<file path="src/hdl/bpb_pkg.sv">
// ----------------------------------------------------------------------------
// bpb_pkg
// Shared types and constants of the bitmap pixel binariser: depth mode and
// register index codes, field widths and the pixel job passed through the
// queue.
// ----------------------------------------------------------------------------
package bpb_pkg;

   localparam int CFG_W   = 13;
   localparam int COORD_W = 12;
   localparam int BYTE_W  = 8;
   localparam int CNT_W   = 4;

   localparam int QUEUE_DEPTH = 4;
   localparam int QPTR_W      = 2;
   localparam int QCNT_W      = 3;

   localparam logic [1:0] MODE_1BPP  = 2'd0;
   localparam logic [1:0] MODE_4BPP  = 2'd1;
   localparam logic [1:0] MODE_8BPP  = 2'd2;
   localparam logic [1:0] MODE_24BPP = 2'd3;

   localparam logic [1:0] CSR_IMAGE_WIDTH  = 2'd0;
   localparam logic [1:0] CSR_IMAGE_HEIGHT = 2'd1;
   localparam logic [1:0] CSR_DEPTH_MODE   = 2'd2;

   localparam logic [CFG_W-1:0] WIDTH_RESET  = 13'd1;
   localparam logic [CFG_W-1:0] HEIGHT_RESET = 13'd1;
   localparam logic [1:0]       MODE_RESET   = MODE_8BPP;

   localparam logic [BYTE_W-1:0] HI_NIBBLE = 8'hf0;
   localparam logic [BYTE_W-1:0] LO_NIBBLE = 8'h0f;
   localparam logic [BYTE_W-1:0] FULL_BYTE = 8'hff;

   typedef struct packed {
      logic [BYTE_W-1:0] on;
      logic [CNT_W-1:0]  count;
   } pix_job_type;

   typedef struct packed {
      logic finished;
   } front_status_type;

endpackage

</file>
<file path="src/hdl/bpb_front.sv">
// ----------------------------------------------------------------------------
// bpb_front
// Byte decoder: tracks row byte position, row number and held colour bytes,
// and turns each accepted byte into a pixel job for the queue.
// ----------------------------------------------------------------------------
module bpb_front #(
   parameter int WW    = 13,
   parameter int HW    = 13,
   parameter int POS_W = 15,
   parameter int COL_W = 18
) (
   input  logic                     clock,
   input  logic                     reset,
   input  logic                     restart,
   input  logic [WW-1:0]            eff_w,
   input  logic [HW-1:0]            eff_h,
   input  logic [1:0]               mode,
   input  logic                     accept,
   input  logic [bpb_pkg::BYTE_W-1:0] data_byte,
   output logic                     q_push,
   output bpb_pkg::pix_job_type     q_job,
   output logic [COL_W-1:0]         q_col,
   output logic [HW-1:0]            q_row,
   output bpb_pkg::front_status_type status
);

   localparam int BPR_W = POS_W + 1;

   logic [POS_W-1:0]  pos_ff, pos_in;
   logic [POS_W-1:0]  col24_ff, col24_in;
   logic [1:0]        phase_ff, phase_in;
   logic [HW-1:0]     row_ff, row_in;
   logic [15:0]       held_ff, held_in;
   logic              fin_ff, fin_in;

   logic [BPR_W-1:0]  wx, bpr, pos_next;
   logic [COL_W-1:0]  base, rem, cap;
   logic              in_range, gen;
   logic [bpb_pkg::CNT_W-1:0]  count;
   logic [bpb_pkg::BYTE_W-1:0] on;
   logic              work;

   assign wx       = BPR_W'(eff_w);
   assign pos_next = BPR_W'(pos_ff) + BPR_W'(1);
   assign work     = accept && !fin_ff;

   always_comb begin
      unique case (mode)
         bpb_pkg::MODE_1BPP:  bpr = ((wx + BPR_W'(31)) >> 5) << 2;
         bpb_pkg::MODE_4BPP:  bpr = ((wx + BPR_W'(3)) >> 2) << 1;
         bpb_pkg::MODE_8BPP:  bpr = (wx + BPR_W'(3)) & ~BPR_W'(3);
         default:             bpr = (wx + (wx << 1) + BPR_W'(3)) & ~BPR_W'(3);
      endcase
   end

   always_comb begin
      on = '0;
      unique case (mode)
         bpb_pkg::MODE_1BPP: begin
            base = {pos_ff, 3'b000};
            cap  = COL_W'(8);
            gen  = 1'b1;
            for (int i = 0; i < bpb_pkg::BYTE_W; i++) begin
               on[i] = data_byte[bpb_pkg::BYTE_W-1-i];
            end
         end
         bpb_pkg::MODE_4BPP: begin
            base  = COL_W'({pos_ff, 1'b0});
            cap   = COL_W'(2);
            gen   = 1'b1;
            on[0] = (data_byte & bpb_pkg::HI_NIBBLE) == bpb_pkg::HI_NIBBLE;
            on[1] = (data_byte & bpb_pkg::LO_NIBBLE) == bpb_pkg::LO_NIBBLE;
         end
         bpb_pkg::MODE_8BPP: begin
            base  = COL_W'(pos_ff);
            cap   = COL_W'(1);
            gen   = 1'b1;
            on[0] = data_byte == bpb_pkg::FULL_BYTE;
         end
         default: begin
            base  = COL_W'(col24_ff);
            cap   = COL_W'(1);
            gen   = phase_ff == 2'd2;
            on[0] = (held_ff == 16'hffff) && (data_byte == bpb_pkg::FULL_BYTE);
         end
      endcase
   end

   assign in_range = base < COL_W'(eff_w);
   assign rem      = COL_W'(eff_w) - base;

   always_comb begin
      if (!gen || !in_range) begin
         count = '0;
      end else if (rem > cap) begin
         count = bpb_pkg::CNT_W'(cap);
      end else begin
         count = bpb_pkg::CNT_W'(rem);
      end
   end

   assign q_push          = work && (count != '0);
   assign q_job.on        = on;
   assign q_job.count     = count;
   assign q_col           = base;
   assign q_row           = row_ff;
   assign status.finished = fin_ff;

   always_comb begin
      pos_in   = pos_ff;
      col24_in = col24_ff;
      phase_in = phase_ff;
      row_in   = row_ff;
      held_in  = held_ff;
      fin_in   = fin_ff;
      if (work) begin
         if (mode == bpb_pkg::MODE_24BPP) begin
            if (phase_ff == 2'd0) begin
               held_in[7:0] = data_byte;
            end else if (phase_ff == 2'd1) begin
               held_in[15:8] = data_byte;
            end
         end
         if (pos_next >= bpr) begin
            pos_in   = '0;
            col24_in = '0;
            phase_in = 2'd0;
            row_in   = row_ff + HW'(1);
            fin_in   = (row_ff + HW'(1)) >= eff_h;
         end else begin
            pos_in = pos_next[POS_W-1:0];
            if (phase_ff == 2'd2) begin
               phase_in = 2'd0;
               col24_in = col24_ff + POS_W'(1);
            end else begin
               phase_in = phase_ff + 2'd1;
            end
         end
      end
   end

   always_ff @(posedge clock) begin
      if (reset || restart) begin
         pos_ff   <= '0;
         col24_ff <= '0;
         phase_ff <= 2'd0;
         row_ff   <= '0;
         held_ff  <= '0;
         fin_ff   <= 1'b0;
      end else begin
         pos_ff   <= pos_in;
         col24_ff <= col24_in;
         phase_ff <= phase_in;
         row_ff   <= row_in;
         held_ff  <= held_in;
         fin_ff   <= fin_in;
      end
   end

endmodule

</file>
<file path="src/hdl/bpb_queue.sv">
// ----------------------------------------------------------------------------
// bpb_queue
// Short first-in first-out queue of pixel jobs between decoder and
// serialiser.
// ----------------------------------------------------------------------------
module bpb_queue #(
   parameter int DATA_W = 42
) (
   input  logic              clock,
   input  logic              reset,
   input  logic              push,
   input  logic [DATA_W-1:0] wdata,
   input  logic              pop,
   output logic [DATA_W-1:0] rdata,
   output logic              full,
   output logic              empty
);

   logic [DATA_W-1:0]              mem_ff [bpb_pkg::QUEUE_DEPTH];
   logic [bpb_pkg::QPTR_W-1:0]     wptr_ff, wptr_in;
   logic [bpb_pkg::QPTR_W-1:0]     rptr_ff, rptr_in;
   logic [bpb_pkg::QCNT_W-1:0]     cnt_ff, cnt_in;
   logic                           do_push, do_pop;

   assign full    = cnt_ff == bpb_pkg::QCNT_W'(bpb_pkg::QUEUE_DEPTH);
   assign empty   = cnt_ff == '0;
   assign do_push = push && !full;
   assign do_pop  = pop && !empty;
   assign rdata   = mem_ff[rptr_ff];

   always_comb begin
      wptr_in = do_push ? wptr_ff + bpb_pkg::QPTR_W'(1) : wptr_ff;
      rptr_in = do_pop  ? rptr_ff + bpb_pkg::QPTR_W'(1) : rptr_ff;
      cnt_in  = cnt_ff;
      if (do_push && !do_pop) begin
         cnt_in = cnt_ff + bpb_pkg::QCNT_W'(1);
      end else if (do_pop && !do_push) begin
         cnt_in = cnt_ff - bpb_pkg::QCNT_W'(1);
      end
   end

   always_ff @(posedge clock) begin
      if (do_push) begin
         mem_ff[wptr_ff] <= wdata;
      end
   end

   always_ff @(posedge clock) begin
      if (reset) begin
         wptr_ff <= '0;
         rptr_ff <= '0;
         cnt_ff  <= '0;
      end else begin
         wptr_ff <= wptr_in;
         rptr_ff <= rptr_in;
         cnt_ff  <= cnt_in;
      end
   end

endmodule

</file>
<file path="src/hdl/bpb_back.sv">
// ----------------------------------------------------------------------------
// bpb_back
// Pixel serialiser: takes pixel jobs from the queue and sends one pixel per
// cycle into the result register whenever it is free, with column, row and end flags.
// ----------------------------------------------------------------------------
module bpb_back #(
   parameter int WW    = 13,
   parameter int HW    = 13,
   parameter int COL_W = 18
) (
   input  logic                 clock,
   input  logic                 reset,
   input  logic [WW-1:0]        eff_w,
   input  logic [HW-1:0]        eff_h,
   input  logic                 q_empty,
   input  bpb_pkg::pix_job_type q_job,
   input  logic [COL_W-1:0]     q_col,
   input  logic [HW-1:0]        q_row,
   output logic                 q_pop,
   output logic                 rsp_empty,
   input  logic                 rsp_pop,
   output logic                 rsp_pixel_on,
   output logic [bpb_pkg::COORD_W-1:0] rsp_pixel_column,
   output logic [bpb_pkg::COORD_W-1:0] rsp_pixel_row,
   output logic                 rsp_last_of_byte,
   output logic                 rsp_row_end,
   output logic                 rsp_image_end
);

   logic                 cur_valid_ff, cur_valid_in;
   bpb_pkg::pix_job_type cur_job_ff;
   logic [COL_W-1:0]     cur_col_ff;
   logic [HW-1:0]        cur_row_ff;
   logic [2:0]           idx_ff, idx_in;

   logic                 out_valid_ff, out_valid_in;
   logic                 on_ff;
   logic [COL_W-1:0]     col_ff;
   logic [HW-1:0]        row_ff;
   logic                 lob_ff, rend_ff, iend_ff;

   logic                 out_free, emit, last, load, rend;
   logic [COL_W-1:0]     col;

   assign out_free = !out_valid_ff || rsp_pop;
   assign emit     = cur_valid_ff && out_free;
   assign last     = ({1'b0, idx_ff} + bpb_pkg::CNT_W'(1)) == cur_job_ff.count;
   assign load     = !q_empty && (!cur_valid_ff || (emit && last));
   assign q_pop    = load;

   assign col  = cur_col_ff + COL_W'(idx_ff);
   assign rend = (col + COL_W'(1)) == COL_W'(eff_w);

   always_comb begin
      cur_valid_in = cur_valid_ff;
      idx_in       = idx_ff;
      if (load) begin
         cur_valid_in = 1'b1;
         idx_in       = 3'd0;
      end else if (emit) begin
         idx_in = idx_ff + 3'd1;
         if (last) begin
            cur_valid_in = 1'b0;
         end
      end
      if (emit) begin
         out_valid_in = 1'b1;
      end else if (rsp_pop) begin
         out_valid_in = 1'b0;
      end else begin
         out_valid_in = out_valid_ff;
      end
   end

   always_ff @(posedge clock) begin
      if (reset) begin
         cur_valid_ff <= 1'b0;
         idx_ff       <= 3'd0;
         out_valid_ff <= 1'b0;
      end else begin
         cur_valid_ff <= cur_valid_in;
         idx_ff       <= idx_in;
         out_valid_ff <= out_valid_in;
      end
   end

   always_ff @(posedge clock) begin
      if (load) begin
         cur_job_ff <= q_job;
         cur_col_ff <= q_col;
         cur_row_ff <= q_row;
      end
      if (emit) begin
         on_ff   <= cur_job_ff.on[idx_ff];
         col_ff  <= col;
         row_ff  <= cur_row_ff;
         lob_ff  <= last;
         rend_ff <= rend;
         iend_ff <= rend && ((cur_row_ff + HW'(1)) == eff_h);
      end
   end

   assign rsp_empty        = !out_valid_ff;
   assign rsp_pixel_on     = on_ff;
   assign rsp_pixel_column = bpb_pkg::COORD_W'(col_ff);
   assign rsp_pixel_row    = bpb_pkg::COORD_W'(row_ff);
   assign rsp_last_of_byte = lob_ff;
   assign rsp_row_end      = rend_ff;
   assign rsp_image_end    = iend_ff;

endmodule

</file>
<file path="src/hdl/bitmap_pixel_binarizer_core.sv">
// ----------------------------------------------------------------------------
// bitmap_pixel_binarizer_core
// Decodes bitmap pixel-array bytes at 1, 4, 8 or 24 bits per pixel into one
// binary pixel per image column, skipping row padding and trailing bytes.
// ----------------------------------------------------------------------------
// Bytes are taken one per cycle while req_full is low; the decoder turns each
// byte into a pixel job that waits in a four-entry queue, and the serialiser
// behind it gives one pixel per cycle into a result register while that
// register is free or being popped. A byte yields up to 8 pixels at 1 bpp, 2 at
// 4 bpp, 1 at 8 bpp, and a 24 bpp colour gives one pixel per three bytes;
// bytes that yield nothing (padding, first two colour bytes, data after the
// image) queue no job. A pixel passes from the queue through the current-job
// register into the result register. Any write to a listed register restarts
// the stream; writes are meant for idle periods only.
// ----------------------------------------------------------------------------
module bitmap_pixel_binarizer_core #(
   parameter int MAX_WIDTH  = 4096,
   parameter int MAX_HEIGHT = 4096
) (
   input  logic                          clock,
   input  logic                          reset,
   input  logic                          csr_we,
   input  logic [1:0]                    csr_index,
   input  logic [bpb_pkg::CFG_W-1:0]     csr_wdata,
   input  logic                          req_push,
   output logic                          req_full,
   input  logic [bpb_pkg::BYTE_W-1:0]    req_data_byte,
   output logic                          rsp_empty,
   input  logic                          rsp_pop,
   output logic                          rsp_pixel_on,
   output logic [bpb_pkg::COORD_W-1:0]   rsp_pixel_column,
   output logic [bpb_pkg::COORD_W-1:0]   rsp_pixel_row,
   output logic                          rsp_last_of_byte,
   output logic                          rsp_row_end,
   output logic                          rsp_image_end
);

   localparam int CFG_MAX = (1 << bpb_pkg::CFG_W) - 1;
   localparam int WMAX    = (MAX_WIDTH < CFG_MAX) ? MAX_WIDTH : CFG_MAX;
   localparam int HMAX    = (MAX_HEIGHT < CFG_MAX) ? MAX_HEIGHT : CFG_MAX;
   localparam int WW      = $clog2(WMAX + 1);
   localparam int HW      = $clog2(HMAX + 1);
   localparam int POS_W   = $clog2(3 * WMAX + 4);
   localparam int COL_W   = POS_W + 3;
   localparam int JOB_W   = $bits(bpb_pkg::pix_job_type);
   localparam int Q_W     = JOB_W + COL_W + HW;

   logic [bpb_pkg::CFG_W-1:0] width_ff, height_ff;
   logic [1:0]                mode_ff;
   logic                      restart;
   logic [WW-1:0]             eff_w;
   logic [HW-1:0]             eff_h;

   logic                      q_push, q_pop, q_full, q_empty;
   bpb_pkg::pix_job_type      q_wjob, q_rjob;
   logic [COL_W-1:0]          q_wcol, q_rcol;
   logic [HW-1:0]             q_wrow, q_rrow;
   bpb_pkg::front_status_type front_status;

   always_comb begin
      unique case (csr_index)
         bpb_pkg::CSR_IMAGE_WIDTH,
         bpb_pkg::CSR_IMAGE_HEIGHT,
         bpb_pkg::CSR_DEPTH_MODE: restart = csr_we;
         default:                 restart = 1'b0;
      endcase
   end

   always_ff @(posedge clock) begin
      if (reset) begin
         width_ff  <= bpb_pkg::WIDTH_RESET;
         height_ff <= bpb_pkg::HEIGHT_RESET;
         mode_ff   <= bpb_pkg::MODE_RESET;
      end else if (csr_we) begin
         unique case (csr_index)
            bpb_pkg::CSR_IMAGE_WIDTH:  width_ff  <= csr_wdata;
            bpb_pkg::CSR_IMAGE_HEIGHT: height_ff <= csr_wdata;
            bpb_pkg::CSR_DEPTH_MODE:   mode_ff   <= csr_wdata[1:0];
            default: ;
         endcase
      end
   end

   // zero reads as one, oversize saturates
   always_comb begin
      if (width_ff == '0) begin
         eff_w = WW'(1);
      end else if (width_ff > bpb_pkg::CFG_W'(WMAX)) begin
         eff_w = WW'(WMAX);
      end else begin
         eff_w = width_ff[WW-1:0];
      end
      if (height_ff == '0) begin
         eff_h = HW'(1);
      end else if (height_ff > bpb_pkg::CFG_W'(HMAX)) begin
         eff_h = HW'(HMAX);
      end else begin
         eff_h = height_ff[HW-1:0];
      end
   end

   assign req_full = q_full;

   bpb_front #(
      .WW    (WW),
      .HW    (HW),
      .POS_W (POS_W),
      .COL_W (COL_W)
   ) u_front (
      .clock     (clock),
      .reset     (reset),
      .restart   (restart),
      .eff_w     (eff_w),
      .eff_h     (eff_h),
      .mode      (mode_ff),
      .accept    (req_push && !q_full),
      .data_byte (req_data_byte),
      .q_push    (q_push),
      .q_job     (q_wjob),
      .q_col     (q_wcol),
      .q_row     (q_wrow),
      .status    (front_status)
   );

   bpb_queue #(
      .DATA_W (Q_W)
   ) u_queue (
      .clock (clock),
      .reset (reset),
      .push  (q_push),
      .wdata ({q_wjob, q_wcol, q_wrow}),
      .pop   (q_pop),
      .rdata ({q_rjob, q_rcol, q_rrow}),
      .full  (q_full),
      .empty (q_empty)
   );

   bpb_back #(
      .WW    (WW),
      .HW    (HW),
      .COL_W (COL_W)
   ) u_back (
      .clock            (clock),
      .reset            (reset),
      .eff_w            (eff_w),
      .eff_h            (eff_h),
      .q_empty          (q_empty),
      .q_job            (q_rjob),
      .q_col            (q_rcol),
      .q_row            (q_rrow),
      .q_pop            (q_pop),
      .rsp_empty        (rsp_empty),
      .rsp_pop          (rsp_pop),
      .rsp_pixel_on     (rsp_pixel_on),
      .rsp_pixel_column (rsp_pixel_column),
      .rsp_pixel_row    (rsp_pixel_row),
      .rsp_last_of_byte (rsp_last_of_byte),
      .rsp_row_end      (rsp_row_end),
      .rsp_image_end    (rsp_image_end)
   );

`ifndef ASSERT_OFF
   a_job_count: assert property (@(posedge clock) disable iff (reset)
      q_push |-> (q_wjob.count != '0) && (q_wjob.count <= bpb_pkg::CNT_W'(8)))
      else $error("pixel job with bad count");

   a_no_job_after_image: assert property (@(posedge clock) disable iff (reset)
      front_status.finished |-> !q_push)
      else $error("pixel job after image end");

   a_image_end_on_row_end: assert property (@(posedge clock) disable iff (reset)
      (!rsp_empty && rsp_image_end) |-> rsp_row_end)
      else $error("image end without row end");

   a_empty_after_reset: assert property (@(posedge clock)
      reset |=> rsp_empty)
      else $error("result present after reset");
`endif

endmodule
</file>
<file path="config.mk">
export PLATFORM = sky130hd
export DESIGN_NAME = bitmap_pixel_binarizer_core
export DESIGN_NICKNAME = d
export VERILOG_FILES = /design/src/hdl/bpb_pkg.sv /design/src/hdl/bpb_front.sv /design/src/hdl/bpb_queue.sv /design/src/hdl/bpb_back.sv /design/src/hdl/bitmap_pixel_binarizer_core.sv
export SDC_FILE = /design/constraint.sdc
export NUM_CORES = 1
export LEC_CHECK = 0
export ABC_AREA = 1
export CORE_UTILIZATION = 53
export DETAILED_ROUTE_END_ITERATION = 10
export DONT_BUFFER_PORTS = 1
export HOLD_SLACK_MARGIN = 0.1
export PLACE_DENSITY = 0.8
export SYNTH_ARGS = -nofsm -noshare
export SYNTH_HDL_FRONTEND = slang
export SYNTH_SLANG_ARGS = --single-unit
</file>
<file path="constraint.sdc">
create_clock -name clock -period 5.47 [get_ports clock]
set_clock_uncertainty 0.05 [all_clocks]
set_input_delay 0.2735 -clock clock [delete_from_list [all_inputs] [get_ports clock]]
set_output_delay 0.2735 -clock clock [all_outputs]
set_load 0.01 [all_outputs]
</file>
==> impl_metrics.py <==
metrics = {
    "power_and_ir_drop": {
        "p_switching_mw": 2.91,
        "sequentialPowerShare": 0.426,
        "vdd.ir_drop.worst_mv": 0.299,
        "clock_power_share": 0.302,
        "powerDensity_nw_per_um2": 422,
        "p_sw_frac": 0.343,
        "combPwrFrac": 0.272,
        "cellLeakagePower_nw": 8.17,
        "intPower_mw": 5.57,
    },
    "die": {
        "start_util": 0.545,
        "dieWidth_um": 186,
        "io_pins": 58,
        "rows": 66,
        "die_h_um": 186,
        "core_um2": 32900,
        "fp.dieArea_um2": 34600,
    },
    "global_route": {
        "antenna_found_initial": 3,
        "grt_pass1_vias": 13900,
        "grt_overflow": 0,
        "grt_first_pass_wirelength_mm": 73.1,
        "grt_start_max_net_pins": 86,
        "grt_usage": 0.275,
    },
    "worst_setup_path": {
        "crit_buf_inv": 2,
        "crit_type": "register to register",
        "critPathMostFrequentCell": "nand2_1",
        "crit_slowest_cell": "fa_1",
        "crit_required_ns": 5.87,
        "endpoint_kind": "register",
        "critical-path-max-stage-delay_ns": 0.46,
        "start_kind": "register",
        "path_delay_family": "simple AND/OR/NAND/NOR gates",
        "worstPathMaxFanout": 6,
        "crit_arrival_ns": 5.48,
    },
    "synthesis": {
        "ys.flop_type": "edfxtp_1",
        "synth_area_per_cell_um2": 8.85,
        "yosysTopAreaCellShare": 0.399,
        "synth-seq-cells": 338,
        "yosysWarnings": 0,
        "ys_async_sr_fraction": 0,
        "synth_area_leaders": "edfxtp_1, dfxtp_1, nand2_1",
        "syn-cell-area_um2": 17900,
        "synth_nets": 2141,
        "synth_area_leader_cell": "edfxtp_1",
        "synth_edf_count": 238,
        "synthDistinctLibCells": 56,
        "syn_inst": 2025,
        "yosysSeqAreaShare": 0.510,
    },
    "clocking": {
        "insertion_delay_ns": 0.53,
        "numClockSinks": 338,
        "tritoncts": "built",
        "cts_root_buf": "clkbuf_16",
        "cts_inserted_buffers": 36,
        "clkSlewWorstSetupHoldPaths_ns": 0.06,
        "clk_path_buf_depth": 3,
        "htreeDepth": 2,
    },
    "placed_design": {
        "place_congestion": 0.939,
        "io_buffers": 0,
        "placed_area_um2": 18500,
        "dp_hpwl_mm": 33.4,
    },
    "run_status": {
        "status": "completed",
    },
    "run": {
        "drv_cap": 0,
    },
    "final_layout": {
        "drive_gt1_frac": 0.0843,
        "layout.nets": 2177,
        "layout_common_cells": "nand2_1, nor2_1, edfxtp_1",
        "fin_area_um2": 20100,
        "layout_commonest_cell": "nand2_1",
        "syn_to_final_growth_pct": 12.2,
    },
    "drt": {
        "routed_wl_mm": 47.1,
        "vias": 14600,
        "drc": 0,
        "wl_per_cell_um": 18.6,
        "dr.pass1.iters": 6,
        "antenna_left": 0,
        "viasPerCell": 5.75,
        "drt_iter0_markers": 1521,
    },
    "sta": {
        "setup_viol": 0,
        "tightest_slew_ns": 1.15,
        "layout_min_cycle_time_ns": 5.08,
        "drv_slew": 0,
        "finalHoldViolCount": 0,
        "setup_tns_ns": 0,
        "period_share": 0.929,
        "max_slew_margin": 0.226,
        "fmax_mhz": 197,
    },
    "worst_hold_path": {
        "min_path_type": "input port to register",
    },
}
kinds of logic after synthesis:
group	share of synthesized area
buf+inv	0.0649
compound gates	0.124
mux	0.000628
flops	0.510
xor+xnor	0.0396
fa+ha+maj	0.0627
simple gates	0.198
synthesized netlist by cell type, types with 2 or more instances:
library cell and instances:
o22ai_1 46, nor3_2 4, nor2_4 5, or2_2 7, nor4_1 6, ha_1 85
o211ai_1 5, o21bai_1 7, nor3_1 27, nand3_1 82, nand4_1 46, nand3b_1 2
o32ai_1 2, dfxtp_1 100, o2111ai_1 6, clkinv_1 2, o21ai_1 7, xor2_1 60
o21ai_0 183, a21oi_1 112, xnor2_1 21, nor2_1 274, a211oi_1 8, nand2_1 331
clkbuf_1 53, o21ai_2 2, buf_1 3, edfxtp_1 238, buf_6 3, and3_1 3
nand2_2 11, a22oi_1 7, nand3_2 3, nor2_2 5, fa_1 3, a31oi_1 4
inv_1 228, o221ai_1 4, nor2_8 2, inv_2 12
sequential cells by signal, indices dropped and copies added, names as in the netlist, 13 cells and up:
name,flops
height_ff,13
u_back.cur_col_ff,17
u_back.cur_row_ff,13
u_front.col24_ff,14
u_front.held_ff,16
u_front.pos_ff,14
u_front.q_row,13
u_queue.mem_ff,168
width_ff,13
per-stage QoR:
stage	total power [mW]	hold WS (ns)	instances	setup slack [ns]	utilization
floorplan	5.20	0.293	2025	-0.427	-
global placement	5.80	0.296	2441	0.435	0.564
detailed placement	5.89	0.297	2441	0.250	0.564
CTS	8.46	0.105	2531	0.202	0.610
global route	8.91	0.127	2532	-0.00581	0.612
finish	8.48	0.120	2534	0.388	0.612
worst paths after layout:
| check | to | cells past startpoint | start | slack, ns |
|---|---|---|---|---|
| hold reg to reg | u_front.status | 2 | u_front.status | 0.41 |
| setup reg to reg | u_queue.cnt_ff[2] | 31 | width_ff[8] | 0.39 |
| hold / removal | width_ff[0] | 3 | csr_we | 0.12 |
| setup / recovery | u_queue.cnt_ff[2] | 31 | width_ff[8] | 0.39 |
routing by layer:
layer	routed length, um	GRT usage
met5	0	0
met4	1530	0.0993
met2	21900	0.463
met3	4310	0.0595
met1	19400	0.348
power groups by stage:
stage / Clock, mW / Combinational (mW) / Sequential [mW]
6_report: 2.56 / 2.31 / 3.61
5_1_grt: 2.68 / 2.58 / 3.65
4_1_cts: 2.58 / 2.28 / 3.60
3_5_place_dp: 0 / 2.23 / 3.66
3_3_place_gp: 0 / 2.16 / 3.64
2_1_floorplan: 0 / 1.64 / 3.56
worst reg2reg max path: cells and delay by family, from the launching register on:
| kind | cells | cell delay, ns |
|---|---|---|
| buffers and inverters | 2 | 0.18 |
| flip-flops | 1 | 0.34 |
| adder cells (fa/ha/maj) | 5 | 1.60 |
| AO/OA/AOI/OAI | 4 | 0.63 |
| AND/OR/NAND/NOR | 20 | 2.20 |
final cells by class:
type	instances	area, um2
flip-flops and latches	338	9150
well taps	442	553
inverters	243	915
fillers	2729	12800
diodes	3	7.51
clock buffers	48	998
repair buffers	58	520
multi-input cells	1384	7700
clock inverters	18	262
timing repair:
item	CTS	global route
setup endpoints to repair	0	56
gates resized for setup	0	19
endpoints found under the hold margin	70	0
hold buffers	24	0
buffers inserted	0	0
No activity file was read; power rests on OpenSTA's default activity.
